==> src/rtl/sfod_pkg.sv <==
`timescale 1ns / 1ps
// Shared constants, types and register codes of the spectral flux onset detector.
package sfod_pkg;

    localparam int MAX_BINS   = 1024;
    localparam int BIN_W      = $clog2(MAX_BINS);
    localparam int FILL_W     = $clog2(MAX_BINS + 1);

    localparam int POWER_W    = 24;
    localparam int FLUX_W     = 34;
    localparam int MULT_W     = 10;
    localparam int COOL_W     = 4;
    localparam int FRAC_W     = 8;
    localparam int PROD_W     = FLUX_W + MULT_W;
    localparam int CMP_W      = PROD_W + 1;

    localparam int IN_DATA_W  = 24;
    localparam int OUT_DATA_W = 40;

    localparam int CFG_IDX_W  = 2;
    localparam int CFG_DATA_W = 24;

    localparam int SMOOTH_W   = FLUX_W + FRAC_W + 1;
    localparam logic [FRAC_W-1:0] SMOOTH_OLD = 8'd205;
    localparam logic [FRAC_W-1:0] SMOOTH_NEW = 8'd51;

    localparam logic [FLUX_W-1:0] FLUX_MAX = {FLUX_W{1'b1}};

    localparam logic [MULT_W-1:0]  MULT_RESET  = 10'd640;
    localparam logic [POWER_W-1:0] NOISE_RESET = '0;
    localparam logic [COOL_W-1:0]  COOL_RESET  = 4'd3;

    typedef enum logic [CFG_IDX_W-1:0] {
        CFG_MULT     = 2'd0,
        CFG_NOISE    = 2'd1,
        CFG_COOLDOWN = 2'd2
    } cfg_index_t;

    typedef struct packed {
        logic [MULT_W-1:0]  mult;
        logic [POWER_W-1:0] noise;
        logic [COOL_W-1:0]  cooldown;
    } cfg_t;

    typedef struct packed {
        logic              valid;
        logic [FLUX_W-1:0] flux;
    } frame_req_t;

endpackage

==> src/rtl/sfod_frame_eval.sv <==
`timescale 1ns / 1ps
// Frame-end stage: threshold test, cooldown, flux smoothing and result register.
module sfod_frame_eval (
    input  logic                            aclk,
    input  logic                            aresetn,
    input  sfod_pkg::cfg_t                  cfg,
    input  sfod_pkg::frame_req_t            frame,
    output logic                            frame_ready,
    output logic                            m_tvalid,
    input  logic                            m_tready,
    output logic [sfod_pkg::OUT_DATA_W-1:0] m_tdata,
    output logic                            m_tuser
);
    import sfod_pkg::*;

    logic               e2_valid_reg;
    logic               e2_valid_next;
    logic [FLUX_W-1:0]  e2_flux_reg;
    logic [FLUX_W-1:0]  smooth_reg;
    logic [FLUX_W-1:0]  smooth_next;
    logic [PROD_W-1:0]  prod_reg;
    logic               stale_reg;
    logic [COOL_W-1:0]  cool_reg;
    logic [COOL_W-1:0]  cool_next;
    logic               out_valid_reg;
    logic               out_valid_next;
    logic               out_onset_reg;
    logic [FLUX_W-1:0]  out_flux_reg;

    logic               e2_adv;
    logic               onset;
    logic [CMP_W-1:0]   lhs;
    logic [CMP_W-1:0]   rhs;
    logic [SMOOTH_W-1:0] smooth_sum;
    logic [SMOOTH_W-FRAC_W-1:0] smooth_shift;

    assign e2_adv      = e2_valid_reg && !stale_reg && (!out_valid_reg || m_tready);
    assign frame_ready = !e2_valid_reg || e2_adv;

    assign lhs   = CMP_W'({e2_flux_reg, {FRAC_W{1'b0}}});
    assign rhs   = CMP_W'(prod_reg) + CMP_W'({cfg.noise, {FRAC_W{1'b0}}});
    assign onset = (cool_reg == '0) && (lhs > rhs);

    assign smooth_sum   = SMOOTH_W'(smooth_reg) * SMOOTH_W'(SMOOTH_OLD)
                        + SMOOTH_W'(e2_flux_reg) * SMOOTH_W'(SMOOTH_NEW);
    assign smooth_shift = smooth_sum[SMOOTH_W-1:FRAC_W];

    always_comb begin
        e2_valid_next = e2_valid_reg;
        if (frame_ready) begin
            e2_valid_next = frame.valid;
        end
    end

    always_comb begin
        smooth_next = smooth_reg;
        cool_next   = cool_reg;
        if (e2_adv) begin
            smooth_next = (smooth_shift > (SMOOTH_W - FRAC_W)'(FLUX_MAX))
                        ? FLUX_MAX : smooth_shift[FLUX_W-1:0];
            if (cool_reg != '0) begin
                cool_next = cool_reg - 1'b1;
            end else if (onset) begin
                cool_next = cfg.cooldown;
            end
        end
    end

    always_comb begin
        priority if (e2_adv) begin
            out_valid_next = 1'b1;
        end else if (m_tready) begin
            out_valid_next = 1'b0;
        end else begin
            out_valid_next = out_valid_reg;
        end
    end

    always_ff @(posedge aclk) begin
        if (!aresetn) begin
            e2_valid_reg  <= 1'b0;
            smooth_reg    <= '0;
            stale_reg     <= 1'b1;
            cool_reg      <= '0;
            out_valid_reg <= 1'b0;
        end else begin
            e2_valid_reg  <= e2_valid_next;
            smooth_reg    <= smooth_next;
            stale_reg     <= e2_adv;
            cool_reg      <= cool_next;
            out_valid_reg <= out_valid_next;
        end
    end

    always_ff @(posedge aclk) begin
        prod_reg <= PROD_W'(smooth_reg) * PROD_W'(cfg.mult);
        if (frame_ready && frame.valid) begin
            e2_flux_reg <= frame.flux;
        end
        if (e2_adv) begin
            out_onset_reg <= onset;
            out_flux_reg  <= e2_flux_reg;
        end
    end

    assign m_tvalid = out_valid_reg;
    assign m_tdata  = OUT_DATA_W'(out_flux_reg);
    assign m_tuser  = out_onset_reg;

endmodule

==> config.mk <==
export PLATFORM = sky130hd
export DESIGN_NAME = sfod_frame_eval
export DESIGN_NICKNAME = d
export VERILOG_FILES = /design/src/rtl/sfod_pkg.sv /design/src/rtl/sfod_frame_eval.sv
export SDC_FILE = /design/constraint.sdc
export NUM_CORES = 2
export LEC_CHECK = 0
export ABC_AREA = 1
export BUFFER_PORTS_ARGS = -buffer_cell sky130_fd_sc_hd__buf_4
export CAP_MARGIN = 25
export CELL_PAD_IN_SITES_DETAIL_PLACEMENT = 1
export CELL_PAD_IN_SITES_GLOBAL_PLACEMENT = 1
export CORE_MARGIN = 4
export CORE_UTILIZATION = 50
export CTS_CLUSTER_DIAMETER = 40
export DETAILED_ROUTE_END_ITERATION = 12
export GPL_TIMING_DRIVEN = 0
export PLACE_DENSITY = 0.91
export SLEW_MARGIN = 40
export SYNTH_ARGS = -nofsm -noshare
export SYNTH_HDL_FRONTEND = slang
export SYNTH_SLANG_ARGS = --single-unit
==> constraint.sdc <==
create_clock -name aclk -period 10.6 [get_ports aclk]
set_input_delay 0 -clock aclk [delete_from_list [all_inputs] [get_ports aclk]]
set_output_delay 0 -clock aclk [all_outputs]
set_load 0.01 [all_outputs]
; Word-level counts from Yosys, hierarchy flattened
; Cells that the tools add are included.
[word_totals]
out_inout_bits = 43
regBits = 154
wordCells = 36
in_bits = 76
[op_classes]
n_mux = 5
order_cmp = 2
n_addsub = 3
reduce_logical = 14
n_mul = 3
[op_table]
columns = op, count
row1 = $add 44x32->45, 1
row2 = $gt 42x45->1, 1
row3 = $mul 34x10->44, 1
row4 = $add 42x40->43, 1
row5 = $mul 34x8->42 const B, 1
row6 = $mul 34x6->40 const B, 1
row7 = $gt 35x34->1 const B, 1
row8 = $mux 34, 1
row9 = $mux 4, 2
row10 = $logic_and 1x1->1, 4
row11 = $logic_not 4->1, 1
row12 = $reduce_bool 2->1, 2
row13 = $reduce_bool 4->1, 1
row14 = $sub 4x1->4 const B, 1
row15 = $logic_not 1->1, 3
row16 = $logic_or 1x1->1, 2
row17 = $mux 1, 2
row18 = $reduce_and 2->1, 1

; Depth between registers and ports, before layout
[depth]
ltp_word = 5
mapped_depth = 30
depth_no_buf = 30

; Worst setup path after synthesis
; OpenSTA, ideal clock, no wires.
[synth_timing]
kind = reg-to-reg
from = register e2_flux_reg[14]
to = register smooth_reg[20]
required_time_ns = 10.478
path_buffers = 0
setup_time_ns = 0.122
arrival_time_ns = 5.071
synth_period_minus_slack_ns = 5.193
slack_ns = 5.407
stages_incl_launch_ff = 23
cell_sequence = edfxtp_1 -> ha_1 -> inv_1 -> fa_1 -> inv_1 -> fa_1 -> fa_1 -> fa_1 -> inv_1 -> fa_1 -> inv_1 -> ha_1 -> a21oi_2 -> inv_1 -> a31oi_1 -> o21ai_0 -> a21oi_1 -> o21ai_2 -> nand2_1 -> nand2_1 -> or2_2 -> nand2_1 -> a21oi_2
[synth_via]
elab_chain_len = 4
[synth_rtl]
columns = item, line_no
row1 = "start, declared", sfod_frame_eval.sv:18  ; logic [FLUX_W-1:0] e2_flux_reg;
row2 = "start signal, assigned", sfod_frame_eval.sv:98  ; e2_flux_reg <= frame.flux;
row3 = $mul 34x6->40 (*), sfod_frame_eval.sv:45  ; + SMOOTH_W'(e2_flux_reg) * SMOOTH_W'(SMOOTH_NEW);
row4 = $add 42x40->43 (*), sfod_frame_eval.sv:45
row5 = $gt 35x34->1, sfod_frame_eval.sv:59  ; smooth_next = (smooth_shift > (SMOOTH_W - FRAC_W)'(FLUX_MAX))
row6 = $mux 34 (*), sfod_frame_eval.sv:60  ; ? FLUX_MAX : smooth_shift[FLUX_W-1:0];
row7 = "end signal, assigned", sfod_frame_eval.sv:88  ; smooth_reg <= smooth_next;
row8 = "end, declared", sfod_frame_eval.sv:19  ; logic [FLUX_W-1:0] smooth_reg;
; Mark *: on every way between the ends. The rest lies on a longest branch, timed or not.
; A chain may end at the register's enable or synchronous reset.

; Worst setup path after layout
[layout_timing]
from = register smooth_reg[8]
to = register prod_reg[36]
[layout_via]
elab_chain_len = 1
[layout_rtl]
columns = item, line_no
row1 = $mul 34x10->44, sfod_frame_eval.sv:96  ; prod_reg <= PROD_W'(smooth_reg) * PROD_W'(cfg.mult);
row2 = "end signal, assigned", sfod_frame_eval.sv:96
row3 = "end, declared", sfod_frame_eval.sv:21  ; logic [PROD_W-1:0] prod_reg;
; No other way between the ends.

==> run metrics <==
result of the run=completed; classification of the worst-slack hold path=input pin to flop; Via Count=25800; number of synthesized flops with an enable pin=69; Total GRT Usage=40.5%; most frequent cells in the layout=inv_1 (938), nand2_1 (672), fa_1 (477); RSZ-0062 raised after global routing=no; Multi-input gate area=a little over 20000 um^2; highest net fanout along the worst path=10; DR iter-0 viols=between 2000 and 2500; number of buffers created by CTS=17; worst slew margin relative to its limit=a little over a third; TNS Setup=0 ps; number of detailed-routing iterations run before antenna repair=6; row count=86; required time worst endpoint=~11000 ps; post-synthesis mux area share=0%; cell with the largest stage delay on the worst path=clkbuf_1; sequential cell area=between 3000 and 4000 um^2; initial cell density of the core=between 50% and 60%; buffer count from post-CTS setup fixing=0; Filler cells=6706; R2R cell count=17; cells after synthesis=around 3400; met2 wire length=approximately 54000 um; post-detail-place hpwl=roughly 88000 um; first-pass GRT wire length=approximately 180000 um; sequential cell area fraction in the yosys report=~14%; cell taking the most area after synthesis=fa_1; vias per inst=roughly 6.0; worst-case register-to-register setup slack=between 3000 and 4000 ps; routed metal-1 wire length=roughly 40000 um; overall die area=approximately 60000 um^2; CP arrival=7350 ps; Setup violations, final=0; Buf/Inv on CP=3; routability congestion estimate=0.960; fraction of synthesis flops using an asynchronous set or reset pin=0%; flip-flop count of the largest register, all copies and words added=44; arithmetic-cell share of the synthesized area counting full adders, half adders and majority gates=about half; die boundary height=244 um; portion of the clock cycle consumed by the worst path in the final layout=between 60% and 70%; cell chain of the critical path=clkbuf_1, nand2_1, fa_1, inv_1, fa_1, fa_1, fa_1, fa_1, ha_1, nand2_1, nor3_1, inv_1, nor4_2, a21oi_1, o21ai_1, a21oi_1, xnor2_1; path type of the worst setup path=flop to flop; leading register cell type out of synthesis=dfxtp_1; unique cell type count in the Yosys netlist=50; total standard cell area after synthesis=about 28000 um^2; via count of the first global-routing pass=roughly 30000; max cap viols=0; clock root cell=clkbuf_16; clk slew on worst S/H paths=130 ps; drt wl/cell=27.5 um; cell count of the worst hold path=2; startpoint class of the critical path=flop; Top Family by Delay on Critical Path=adder cells; critical path endpoint category=flop; count of pins over their slew limit=0; floorplan die width=approximately 240 um; Clock Path Buffers=2; clock latency at the later pin of the worst-skew pair=between 500 and 600 ps; Syn Area/Cell=8.26 um^2; basic-gate share of the synthesized area counting and, or, nand and nor cells=around 14%; total number of H-tree levels=4; number of primary I/O pins=about 120; # port buffers=102; share of Yosys cell area claimed by the top area cell type=34.3%; total met3 wirelength after detailed routing=~13000 um; critical path's largest stage delay=about 660 ps; topmost layer with routed signal wires=met5; total length of routed wires=about 120000 um; maximum number of pins on one net before global-route repair=33; Compound-Gate Fraction of Synth Area=under 10%; Area growth, synth to finish=10.1%; Synth warnings=0; fraction of synthesized cell area in xor and xnor cells=between 3 and 4%; flip-flop and latch count after synthesis=between 150 and 200; final design area excluding fillers=30700 um^2; clk sinks=about 150; area after detailed placement=approximately 30000 um^2; Net count, final=approximately 4400; WHS=196 ps; top post-synthesis cells by area=fa_1 (34%), ha_1 (14%), inv_1 (13%), nand2_1 (9.1%), edfxtp_1 (7.4%); remaining global-route overflow=0; cell depth of the worst setup path=17; number of hold-slack violations in the final timing report=0; Core Area=around 55000 um^2; antenna violations before repair=12; largest family of logic cells by synthesized area=adder cells; most frequent standard cell in the layout excluding fill and tap cells=inv_1; Crit path top cell by count=fa_1; peak clock frequency supported by timing=between 100 and 150 MHz; clock tree from TritonCTS=built; shortest clock period the worst path allows after layout=6960 ps; share of layout cells above drive strength 1=6.44%; maximum clock skew at final layout=roughly 53 ps; number of nets still failing antenna checks after routing=0; residual DRC count=0; worst-margin pin slew=approximately 970 ps
[path summary, 6_finish.rpt]
kind | startpoint | endpoint
hold reg to reg | cool_reg[2] | cool_reg[2]
setup / recovery | smooth_reg[8] | prod_reg[36]
hold / removal | frame[7] | e2_flux_reg[7]
setup reg to reg | smooth_reg[8] | prod_reg[36]
[Yosys cell counts (25+ instances only)]
cell type  number
inv_1         938
dfxtp_1        85
a21oi_2        25
nor2_1        149
clkbuf_1       80
nand3_1        46
xor2_1         63
nand2_1       672
fa_1          477
ha_1          308
a21oi_1       153
edfxtp_1       69
xnor2_1        37
o21ai_0        75
[per-stage QoR]
| stage | worst slack [ps] | instances | utilization (%) |
|---|---|---|---|
| 6_report | 3640 | 4313 | 55.7 |
| 2_1_floorplan | 5410 | 3378 | - |
| 3_5_place_dp | 3990 | 4231 | 53.8 |
| 3_3_place_gp | 4060 | 4228 | 53.7 |
| 4_1_cts | 3930 | 4304 | 55.6 |
| 5_1_grt | 3610 | 4305 | 55.6 |
[cell families (layout without fill, tap and decap cells)]
logic type / count (synthesis) / in the layout
buffers and inverters: 1038 / 1217
and+or+nand+nor: 948 / 948
adders and majority gates: 785 / 785
AOI/OAI and AO/OA: 347 / 347
DFF: 154 / 154
xor gates and xnor gates: 100 / 100
other: 1 / 14
[layer usage]
metal / vias to the layer above / global-route usage [%]
met5: - / 0
met4: 4 / 34.9
met3: 818 / 14.6
met2: 1910 / 63.9
met1: 12700 / 43.1
li1: 10400 / -
[final cells by class]
class | count | area share (%)
buffer | 90 | 1.31
tap | 748 | 3.05
sequential | 154 | 12.3
clock buffer | 17 | 1.39
timing repair buffer | 147 | 4.03
antenna | 8 | 0.0653
inverter | 948 | 11.6
multi-input combinational | 2186 | 65.8
clock inverter | 15 | 0.457
[timing repair]
action / CTS / global route
hold endpoints to repair: 46 / 0
hold buffers: 41 / 0
gates resized for setup: 0 / 0
[worst register-to-register path, stage by stage (launching register included)]
cell	delay, ps
dfxtp_1	520
clkbuf_1	670
nand2_1	240
fa_1	640
inv_1	140
fa_1	560
fa_1	550
fa_1	590
fa_1	500
ha_1	430
nand2_1	180
nor3_1	360
inv_1	100
nor4_2	330
a21oi_1	230
o21ai_1	230
a21oi_1	110
xnor2_1	470
Power is not shown: default switching activity piles up to over one toggle a cycle in this logic, so the estimate is an artifact.
